### src/hw/rtl/wpd_pkg.sv
package wpd_pkg;

    localparam int MAX_WINDOW  = 32;
    localparam int MAX_LEN     = 4096;
    localparam int SAMPLE_BITS = 16;
    localparam int RING_DEPTH  = 2 * MAX_WINDOW + 1;

    localparam int PTR_W = $clog2(RING_DEPTH);
    localparam int CNT_W = $clog2(MAX_LEN + 1);
    localparam int IDX_W = $clog2(MAX_LEN);
    localparam int WIN_W = $clog2(MAX_WINDOW + 1);
    localparam int K_W   = $clog2(2 * MAX_WINDOW + 1);

    localparam int WCFG_W   = 6;
    localparam int PROM_W   = 16;
    localparam int CFG_W    = 16;
    localparam int CIDX_W   = 1;
    localparam int S_DATA_W = 16;
    localparam int M_DATA_W = 16;

    localparam logic [WCFG_W-1:0] W_RESET = WCFG_W'(25);

    localparam logic [CIDX_W-1:0] REG_WINDOW     = CIDX_W'(0);
    localparam logic [CIDX_W-1:0] REG_PROMINENCE = CIDX_W'(1);

    typedef enum logic [4:0] {
        ST_IDLE   = 5'b00001,
        ST_CENTER = 5'b00010,
        ST_WALK   = 5'b00100,
        ST_DRAIN  = 5'b01000,
        ST_FINISH = 5'b10000
    } state_t;

    function automatic logic [PTR_W-1:0] ptr_inc(input logic [PTR_W-1:0] p);
        logic [PTR_W-1:0] r;
        if (p == PTR_W'(RING_DEPTH - 1)) r = '0;
        else r = p + PTR_W'(1);
        return r;
    endfunction

    // Ring pointer minus an offset below the ring depth, modulo the depth.
    function automatic logic [PTR_W-1:0] ptr_sub(input logic [PTR_W-1:0] p,
                                                 input logic [PTR_W-1:0] d);
        logic [PTR_W:0] t;
        if (p >= d) t = {1'b0, p} - {1'b0, d};
        else t = {1'b0, p} + (PTR_W+1)'(RING_DEPTH) - {1'b0, d};
        return t[PTR_W-1:0];
    endfunction

endpackage

### src/hw/rtl/windowed_peak_detector_unit.sv
// Channel   Dir  tdata (low bit up)                      tlast            tuser
// s_axis    in   sample[15:0]                            last             -
// m_axis    out  peak_index[11:0], peak_valid, 3'b0      end_of_sequence  -
// cfg       in   index 0: window_half_width, 1: prominence threshold
//
// While a center is evaluated, the window walk reads one ring entry per cycle through
// the single read port of the 65-entry sample ring.
// Reset clears the state, counters, config and handshake registers; the ring needs no clearing.
// A stalled result waits in the output register while the next request is taken.
module windowed_peak_detector_unit
    import wpd_pkg::*;
(
    input  logic                clk,
    input  logic                rst_n,
    input  logic                s_tvalid,
    output logic                s_tready,
    input  logic [S_DATA_W-1:0] s_tdata,   // sample[15:0]
    input  logic                s_tlast,
    output logic                m_tvalid,
    input  logic                m_tready,
    output logic [M_DATA_W-1:0] m_tdata,   // peak_index[11:0], peak_valid, zero pad
    output logic                m_tlast,
    input  logic                cfg_wen,
    input  logic [CIDX_W-1:0]   cfg_index,
    input  logic [CFG_W-1:0]    cfg_wdata
);

    logic [SAMPLE_BITS-1:0] ring_mem [RING_DEPTH];

    state_t state_reg, state_next;

    logic [WCFG_W-1:0]      wcfg_reg;
    logic [PROM_W-1:0]      prom_cfg_reg;
    logic [CNT_W-1:0]       count_reg;
    logic [PTR_W-1:0]       wr_ptr_reg;
    logic [IDX_W-1:0]       last_peak_reg;
    logic                   have_peak_reg;

    logic [WIN_W-1:0]       w_reg;
    logic [PROM_W-1:0]      minp_reg;
    logic [IDX_W-1:0]       center_reg;
    logic [PTR_W-1:0]       cen_addr_reg;
    logic [PTR_W-1:0]       addr_reg;
    logic [K_W-1:0]         k_reg;
    logic [K_W-1:0]         dk_reg;
    logic                   cen_vld_reg;
    logic                   win_vld_reg;
    logic [SAMPLE_BITS-1:0] rd_data_reg;
    logic [SAMPLE_BITS-1:0] cur_reg;
    logic [SAMPLE_BITS-1:0] lmin_reg;
    logic [SAMPLE_BITS-1:0] rmin_reg;
    logic                   fail_reg;
    logic                   eval_reg;
    logic                   last_reg;

    logic                   m_tvalid_reg;
    logic [M_DATA_W-1:0]    m_tdata_reg;
    logic                   m_tlast_reg;

    logic                   accept;
    logic [WIN_W-1:0]       w_eff;
    logic                   stored;
    logic                   do_eval;
    logic                   rd_en;
    logic [PTR_W-1:0]       rd_addr;
    logic [K_W-1:0]         k_end;
    logic [SAMPLE_BITS-1:0] base;
    logic [SAMPLE_BITS-1:0] prom;
    logic [IDX_W:0]         gap;
    logic                   found;
    logic                   need_out;
    logic                   fin_go;

    assign s_tready = (state_reg == ST_IDLE);
    assign accept   = s_tvalid && s_tready;
    assign m_tvalid = m_tvalid_reg;
    assign m_tdata  = m_tdata_reg;
    assign m_tlast  = m_tlast_reg;

    always_comb
    begin
        if (wcfg_reg == '0) w_eff = WIN_W'(1);
        else if ({1'b0, wcfg_reg} > (WCFG_W+1)'(MAX_WINDOW)) w_eff = WIN_W'(MAX_WINDOW);
        else w_eff = WIN_W'(wcfg_reg);
    end

    assign stored  = (count_reg < CNT_W'(MAX_LEN));
    assign do_eval = stored && (count_reg >= CNT_W'({w_eff, 1'b0}));
    assign k_end   = K_W'({w_reg, 1'b0});

    assign rd_en   = (state_reg == ST_CENTER) || (state_reg == ST_WALK);
    assign rd_addr = (state_reg == ST_CENTER) ? cen_addr_reg : addr_reg;

    // Prominence test and spacing to the previous reported peak.
    assign base     = (lmin_reg > rmin_reg) ? lmin_reg : rmin_reg;
    assign prom     = cur_reg - base;
    assign gap      = {1'b0, center_reg} - {1'b0, last_peak_reg};
    assign found    = eval_reg && !fail_reg && (prom >= SAMPLE_BITS'(minp_reg))
                      && (!have_peak_reg || (gap > (IDX_W+1)'(w_reg >> 1)));
    assign need_out = found || last_reg;
    assign fin_go   = !(need_out && m_tvalid_reg && !m_tready);

    always_comb
    begin
        state_next = state_reg;
        case (state_reg)
            ST_IDLE:
            begin
                if (accept) state_next = do_eval ? ST_CENTER : ST_FINISH;
            end
            ST_CENTER: state_next = ST_WALK;
            ST_WALK:
            begin
                if (k_reg == k_end) state_next = ST_DRAIN;
            end
            ST_DRAIN:  state_next = ST_FINISH;
            ST_FINISH:
            begin
                if (fin_go) state_next = ST_IDLE;
            end
            default:   state_next = ST_IDLE;
        endcase
    end

    // Ring memory: one write port, one registered read port.
    always_ff @(posedge clk)
    begin
        if (accept && stored) ring_mem[wr_ptr_reg] <= s_tdata;
        if (rd_en) rd_data_reg <= ring_mem[rd_addr];
    end

    always_ff @(posedge clk or negedge rst_n)
    begin
        if (!rst_n)
        begin
            state_reg     <= ST_IDLE;
            wcfg_reg      <= W_RESET;
            prom_cfg_reg  <= '0;
            count_reg     <= '0;
            wr_ptr_reg    <= '0;
            last_peak_reg <= '0;
            have_peak_reg <= 1'b0;
            cen_vld_reg   <= 1'b0;
            win_vld_reg   <= 1'b0;
            m_tvalid_reg  <= 1'b0;
        end
        else
        begin
            state_reg <= state_next;

            if (cfg_wen)
            begin
                case (cfg_index)
                    REG_WINDOW:     wcfg_reg <= cfg_wdata[WCFG_W-1:0];
                    REG_PROMINENCE: prom_cfg_reg <= cfg_wdata[PROM_W-1:0];
                    default:        ;
                endcase
            end

            if (accept)
            begin
                if (s_tlast)
                begin
                    count_reg  <= '0;
                    wr_ptr_reg <= '0;
                end
                else if (stored)
                begin
                    count_reg  <= count_reg + CNT_W'(1);
                    wr_ptr_reg <= ptr_inc(wr_ptr_reg);
                end
            end

            cen_vld_reg <= (state_reg == ST_CENTER);
            win_vld_reg <= (state_reg == ST_WALK);

            if ((state_reg == ST_FINISH) && fin_go)
            begin
                if (last_reg)
                begin
                    last_peak_reg <= '0;
                    have_peak_reg <= 1'b0;
                end
                else if (found)
                begin
                    last_peak_reg <= center_reg;
                    have_peak_reg <= 1'b1;
                end
            end

            if ((state_reg == ST_FINISH) && fin_go && need_out) m_tvalid_reg <= 1'b1;
            else if (m_tready) m_tvalid_reg <= 1'b0;
        end
    end

    // Datapath registers: no reset needed.
    always_ff @(posedge clk)
    begin
        if (accept)
        begin
            w_reg        <= w_eff;
            minp_reg     <= prom_cfg_reg;
            eval_reg     <= do_eval;
            last_reg     <= s_tlast;
            center_reg   <= IDX_W'(count_reg - CNT_W'(w_eff));
            cen_addr_reg <= ptr_sub(wr_ptr_reg, PTR_W'(w_eff));
            addr_reg     <= ptr_sub(wr_ptr_reg, PTR_W'({w_eff, 1'b0}));
            k_reg        <= '0;
            fail_reg     <= 1'b0;
            lmin_reg     <= '1;
            rmin_reg     <= '1;
        end

        if (state_reg == ST_WALK)
        begin
            addr_reg <= ptr_inc(addr_reg);
            k_reg    <= k_reg + K_W'(1);
            dk_reg   <= k_reg;
        end

        if (cen_vld_reg) cur_reg <= rd_data_reg;

        // Fold one window sample per cycle.
        if (win_vld_reg)
        begin
            if (rd_data_reg > cur_reg) fail_reg <= 1'b1;
            if ((dk_reg < K_W'(w_reg)) && (rd_data_reg < lmin_reg)) lmin_reg <= rd_data_reg;
            if ((dk_reg > K_W'(w_reg)) && (rd_data_reg < rmin_reg)) rmin_reg <= rd_data_reg;
        end

        if ((state_reg == ST_FINISH) && fin_go && need_out)
        begin
            m_tdata_reg <= M_DATA_W'({found, (found ? center_reg : IDX_W'(0))});
            m_tlast_reg <= last_reg;
        end
    end

endmodule

### config.mk
export PLATFORM = sky130hd
export DESIGN_NAME = windowed_peak_detector_unit
export DESIGN_NICKNAME = d
export VERILOG_FILES = /design/src/hw/rtl/wpd_pkg.sv /design/src/hw/rtl/windowed_peak_detector_unit.sv
export SDC_FILE = /design/constraint.sdc
export NUM_CORES = 2
export LEC_CHECK = 0
export BUFFER_PORTS_ARGS = -buffer_cell sky130_fd_sc_hd__buf_4
export CORE_MARGIN = 3
export CORE_UTILIZATION = 45
export DETAILED_ROUTE_END_ITERATION = 10
export PLACE_DENSITY_LB_ADDON = 0.1
export REMOVE_ABC_BUFFERS = 1
export SYNTH_ARGS = -nofsm -noshare
export SYNTH_HDL_FRONTEND = slang
export SYNTH_SLANG_ARGS = --single-unit
### constraint.sdc
create_clock -name clk -period 5.62 [get_ports clk]
set_input_delay 0.281 -clock clk [delete_from_list [all_inputs] [get_ports clk]]
set_output_delay 0.281 -clock clk [all_outputs]
set_load 0.02 [all_outputs]
==> impl_table.tex <==
\begin{tabular}{lr}
\hline
Metric & Value \\
\hline
\multicolumn{2}{l}{\textbf{Synthesis}} \\
\quad Post-synthesis compound-gate area fraction & 0.07230 \\
\quad Flip-flop and latch count after synthesis & 1,246 \\
\quad Arithmetic-cell share of the synthesized area counting full adders, half adders and majority gates & 0.03978 \\
\quad Share of synthesized cell area in and, or, nand and nor gates & 0.06816 \\
\quad Fraction of synthesized area in multiplexers & 0.09176 \\
\quad Largest family of logic cells by synthesized area & multiplexers \\
\quad Post-Synthesis Cell Area & roughly 0.053 sq mm \\
\quad Count of flip-flops with a built-in enable after synthesis & 1,150 \\
\quad Gate count after technology mapping & approximately 3,400 \\
\quad Flip-flop cell with the highest count after synthesis & sky130\_fd\_sc\_hd\_\_edfxtp\_1 \\
\quad Sequential-to-total area share from yosys stat & 0.6910 \\
\quad Synth warn & 0 \\
\quad Syn avg cell area & 15.49 sq um \\
\quad Count of unique library cells instantiated by Yosys & 82 \\
\quad Post-Synth XOR/XNOR Area & 0.01284 \\
\quad Share of synthesized registers carrying an async set or reset & 0.05056 \\
\multicolumn{2}{l}{\textbf{Power and ir drop}} \\
\quad Share of total power in combinational logic & 0.286 \\
\quad Power share of the sequential group & 0.398 \\
\quad Switching part of the total & 0.3148 \\
\quad Leakage Power & around 22 nW \\
\quad Power dissipated by switching net loads & approximately 8.6 mW \\
\quad Clock power frac & 0.316 \\
\quad VDD IR max & about 320 uV \\
\quad Total internal power & 18.79 mW \\
\quad Cell Pwr Density & roughly 450 mW/mm\^{}2 \\
\multicolumn{2}{l}{\textbf{Min path}} \\
\quad Worst Hold Class & in -> reg \\
\multicolumn{2}{l}{\textbf{Place}} \\
\quad Pre-CTS setup slack & -0.2213 ns \\
\quad Sum of net half-perimeters after detailed placement & 86.93 mm \\
\quad Buffers added on ports & 54 \\
\quad Placed cells & 5,040 \\
\quad Last weighted congestion value of the routability-driven placer & approximately 0.85 \\
\multicolumn{2}{l}{\textbf{Timing}} \\
\quad Total of endpoints with negative setup slack in the final report & 0 \\
\quad Worst Skew & 0.02304 ns \\
\quad RSZ-0062 raised after global routing & yes \\
\quad Hold\_ws & 0.09318 ns \\
\quad Upper clock frequency limit & 180.8 MHz \\
\quad Setup slack of the critical path after layout & between 0.08 and 0.09 ns \\
\quad Final Hold Viols & 0 \\
\quad Relative slew margins & 0.1989 \\
\quad Pins Over Slew Limit & 0 \\
\quad Post-route minimum period & around 5.5 ns \\
\quad Crit share post-route & 0.9844 \\
\quad Actual slew at the worst max-slew pin & roughly 1.2 ns \\
\multicolumn{2}{l}{\textbf{Route}} \\
\quad Routed vias/inst & 5.853 \\
\quad Total wirelength of the detailed-routed design & 140.2 mm \\
\quad Wire length per cell after detailed routing & 26.32 um \\
\quad Count of antenna-violating nets left after detailed routing & 0 \\
\quad Iteration-0 DRC count of the detailed router & 2,867 \\
\quad Via count of the routed design & 31,186 \\
\quad Final routed DRC violation total & 0 \\
\quad Number of iterations in the first detailed-routing pass & 5 \\
\multicolumn{2}{l}{\textbf{Cells and area}} \\
\quad Most frequent cells in the layout & sky130\_fd\_sc\_hd\_\_edfxtp\_1 (1,150), sky130\_fd\_sc\_hd\_\_nand2\_1 (262), sky130\_fd\_sc\_hd\_\_buf\_4 (240) \\
\quad Area of the multi-input gates & 0.01549 sq mm \\
\quad Fillers & 9,491 \\
\quad Fraction of layout instances using a drive strength above 1 & 0.1818 \\
\quad Post-Route Utilization & 0.5259 \\
\quad Synth-to-layout area growth & 15.46\% \\
\quad Largest register by flop count & ring\_mem \\
\quad Flip-flop count of the largest register, all copies and words added & 1,040 \\
\quad Combined flip-flop and latch cell area & 0.03678 sq mm \\
\quad Most common cell after layout, fill and taps aside & sky130\_fd\_sc\_hd\_\_edfxtp\_1 \\
\quad Fin nets & just under 4,000 \\
\quad Final cell count without fillers & about 5,300 \\
\multicolumn{2}{l}{\textbf{Die}} \\
\quad Top-level I/O count & 58 \\
\quad Starting density of the core & 0.4555 \\
\quad Core box area & 0.1168 sq mm \\
\quad Area of the die & $\sim$0.12 sq mm \\
\quad Row cnt & around 130 \\
\quad Chip height & 349.9 um \\
\quad Horizontal extent of the die & around 350 um \\
\multicolumn{2}{l}{\textbf{Critical path}} \\
\quad Arrival time at the worst endpoint & 6.19 ns \\
\quad Required time at the worst-slack endpoint & 6.28 ns \\
\quad Maximum fanout count along the critical path & 6 \\
\quad Nature of the critical path endpoint & flop \\
\quad Startpoint type of the worst setup path & flop \\
\quad Path type of the worst setup path & reg -> reg \\
\multicolumn{2}{l}{\textbf{Status}} \\
\quad Status & complete, no violations \\
\multicolumn{2}{l}{\textbf{Clock tree}} \\
\quad Maximum root-to-sink buffer count & 3 \\
\quad Master cell of the clock root buffer & sky130\_fd\_sc\_hd\_\_clkbuf\_16 \\
\quad Total CTS buffers & 135 \\
\quad Clock Sink Count & around 1,200 \\
\quad Maximum level of the CTS H-tree & 4 \\
\quad Clock slew at reported path FFs & 0.06 ns \\
\quad Clock tree from TritonCTS & yes \\
\quad Insertion delay to the later sink of the worst-skew pair & 0.76 ns \\
\multicolumn{2}{l}{\textbf{Global routing}} \\
\quad Number of global-route vias before repair & roughly 32,000 \\
\quad Global-route wire length before repair & 207.6 mm \\
\quad Maximum number of pins on one net before global-route repair & 79 \\
\quad Overflow left after global routing & 0 \\
\quad Antenna violations before repair & 3 \\
\quad Total routing resource utilization after global routing & 0.2302 \\
\multicolumn{2}{l}{\textbf{Job}} \\
\quad Max-cap violations & 0 \\
\hline
\end{tabular}
[stage by stage]
step,power [mW],area [sq um],setup TNS [ns]
final,27.42,61450,0
after global routing,28.68,61440,-2.746
after CTS,27.49,61140,0
after detailed placement,18.73,56410,-3.073
after global placement,18.58,56410,-0.4838
after floorplan,16.42,52460,-120.52
[logic make-up (layout without fill, tap and decap cells)]
family	after synthesis	after routing
buffers and inverters	298	662
multiplexers	295	295
adder cells (fa/ha/maj)	165	165
flip-flops	1246	1246
other	1	6
AND/OR/NAND/NOR	789	789
XOR/XNOR	78	78
AO/OA/AOI/OAI	563	563
[cell usage after synthesis, types with 5 or more instances]
| cell | n | area, sq um |
|---|---|---|
| sky130_fd_sc_hd__a2111oi_0 | 9 | 78.83 |
| sky130_fd_sc_hd__a211oi_1 | 42 | 315.3 |
| sky130_fd_sc_hd__a21boi_0 | 5 | 37.54 |
| sky130_fd_sc_hd__a21o_1 | 27 | 202.7 |
| sky130_fd_sc_hd__a21oi_1 | 142 | 710.7 |
| sky130_fd_sc_hd__a221oi_1 | 34 | 297.8 |
| sky130_fd_sc_hd__a22oi_1 | 81 | 608.1 |
| sky130_fd_sc_hd__a31oi_1 | 23 | 143.9 |
| sky130_fd_sc_hd__a32o_1 | 5 | 50.05 |
| sky130_fd_sc_hd__and2_1 | 8 | 50.05 |
| sky130_fd_sc_hd__and3_1 | 22 | 137.6 |
| sky130_fd_sc_hd__and4_1 | 5 | 43.79 |
| sky130_fd_sc_hd__buf_1 | 17 | 63.81 |
| sky130_fd_sc_hd__buf_2 | 48 | 240.2 |
| sky130_fd_sc_hd__buf_4 | 17 | 127.6 |
| sky130_fd_sc_hd__buf_6 | 5 | 56.30 |
| sky130_fd_sc_hd__clkbuf_1 | 75 | 281.5 |
| sky130_fd_sc_hd__dfrtp_1 | 59 | 1476 |
| sky130_fd_sc_hd__dfxtp_1 | 33 | 660.6 |
| sky130_fd_sc_hd__edfxtp_1 | 1150 | 34530 |
| sky130_fd_sc_hd__fa_1 | 7 | 140.1 |
| sky130_fd_sc_hd__ha_1 | 158 | 1977 |
| sky130_fd_sc_hd__inv_1 | 134 | 503.0 |
| sky130_fd_sc_hd__mux2_2 | 23 | 259.0 |
| sky130_fd_sc_hd__mux2i_1 | 120 | 1201 |
| sky130_fd_sc_hd__mux4_2 | 152 | 3423 |
| sky130_fd_sc_hd__nand2_1 | 263 | 987.2 |
| sky130_fd_sc_hd__nand2b_1 | 16 | 100.1 |
| sky130_fd_sc_hd__nand3_1 | 79 | 395.4 |
| sky130_fd_sc_hd__nand4_1 | 29 | 181.4 |
| sky130_fd_sc_hd__nor2_1 | 220 | 825.8 |
| sky130_fd_sc_hd__nor2b_1 | 26 | 162.7 |
| sky130_fd_sc_hd__nor3_1 | 64 | 320.3 |
| sky130_fd_sc_hd__nor4_1 | 6 | 37.54 |
| sky130_fd_sc_hd__o2111ai_1 | 15 | 131.4 |
| sky130_fd_sc_hd__o211ai_1 | 12 | 90.09 |
| sky130_fd_sc_hd__o21a_1 | 12 | 90.09 |
| sky130_fd_sc_hd__o21ai_0 | 55 | 275.3 |
| sky130_fd_sc_hd__o21bai_1 | 8 | 60.06 |
| sky130_fd_sc_hd__o221ai_1 | 28 | 245.2 |
| sky130_fd_sc_hd__o22ai_1 | 34 | 212.7 |
| sky130_fd_sc_hd__or3_1 | 19 | 118.9 |
| sky130_fd_sc_hd__or4_1 | 13 | 97.59 |
| sky130_fd_sc_hd__xnor2_1 | 49 | 429.2 |
| sky130_fd_sc_hd__xor2_1 | 29 | 254.0 |
[per-layer routing]
metal / track usage / vias to the layer above / routed length (um)
met2: 0.3963 / 949 / 70710
met5: 0 / - / 0
li1: - / 13963 / -
met1: 0.2986 / 16040 / 57800
met4: 0.08512 / 0 / 4764
met3: 0.03161 / 234 / 6950
[power by group through the flow]
stage / Combinational (mW) / Clock, mW / Sequential (mW)
4_1_cts: 7.74 / 8.86 / 10.9
6_report: 7.84 / 8.68 / 10.9
2_1_floorplan: 5.43 / 0 / 11.0
3_5_place_dp: 7.64 / 0 / 11.1
3_3_place_gp: 7.50 / 0 / 11.1
5_1_grt: 8.49 / 9.25 / 10.9
[final cells by class]
class / count / share of cell area
sequential: 1246 / 0.5986
inverter: 136 / 0.008328
clock buffer: 173 / 0.05958
antenna: 3 / 0.0001222
clock inverter: 70 / 0.01126
multi-input combinational: 1893 / 0.2521
timing repair buffer: 283 / 0.03897
tap: 1524 / 0.03103
[critical path, cell delays in order (launching register included)]
cell	delay [ns]
sky130_fd_sc_hd__dfxtp_1	0.34
sky130_fd_sc_hd__inv_1	0.07
sky130_fd_sc_hd__ha_1	0.28
sky130_fd_sc_hd__nand3_1	0.12
sky130_fd_sc_hd__a21oi_1	0.19
sky130_fd_sc_hd__o31a_1	0.23
sky130_fd_sc_hd__o21bai_4	0.09
sky130_fd_sc_hd__a21oi_4	0.24
sky130_fd_sc_hd__mux2i_2	0.31
sky130_fd_sc_hd__ha_1	0.28
sky130_fd_sc_hd__nor2b_4	0.13
sky130_fd_sc_hd__o31ai_2	0.19
sky130_fd_sc_hd__buf_4	0.17
sky130_fd_sc_hd__a21oi_4	0.05
sky130_fd_sc_hd__a211oi_2	0.26
sky130_fd_sc_hd__nor2_1	0.12
sky130_fd_sc_hd__a211o_1	0.31
sky130_fd_sc_hd__a21oi_2	0.14
sky130_fd_sc_hd__xnor2_1	0.09
sky130_fd_sc_hd__ha_1	0.30
sky130_fd_sc_hd__and4_1	0.19
sky130_fd_sc_hd__o21ai_2	0.07
sky130_fd_sc_hd__a211o_4	0.42
sky130_fd_sc_hd__buf_8	0.16
sky130_fd_sc_hd__or4_1	0.49
sky130_fd_sc_hd__o211ai_1	0.20
[final timing paths]
| kind | from | endpoint | slack (ns) | depth (start not counted) |
|---|---|---|---|---|
| min reg2reg | prom_cfg_reg[2]$_DFFE_PN0P_ | minp_reg[2]$_DFFE_PP_ | 0.44 | 0 |
| min | s_tdata[14] | ring_mem[45][14]$_DFFE_PP_ | 0.09 | 1 |
| min in group asynchronous | rst_n | have_peak_reg$_DFFE_PN0P_ | 0.21 | 2 |
| max in group asynchronous | rst_n | prom_cfg_reg[13]$_DFFE_PN0P_ | 4.84 | 2 |
| max | rmin_reg[2]$_DFF_P_ | last_peak_reg[7]$_DFFE_PN0P_ | 0.09 | 25 |
| max reg2reg | rmin_reg[2]$_DFF_P_ | last_peak_reg[7]$_DFFE_PN0P_ | 0.09 | 25 |
[timing repair]
action                                  4_1_cts  5_1_grt
pin swaps                                    13       29
endpoints found under the setup margin       27       42
hold buffers                                 25        0
gates resized for setup                      15       46
cloned                                        1        1
hold endpoints to repair                     86        0
setup buffers                                 6       10
(Power assumes the default switching activity.)
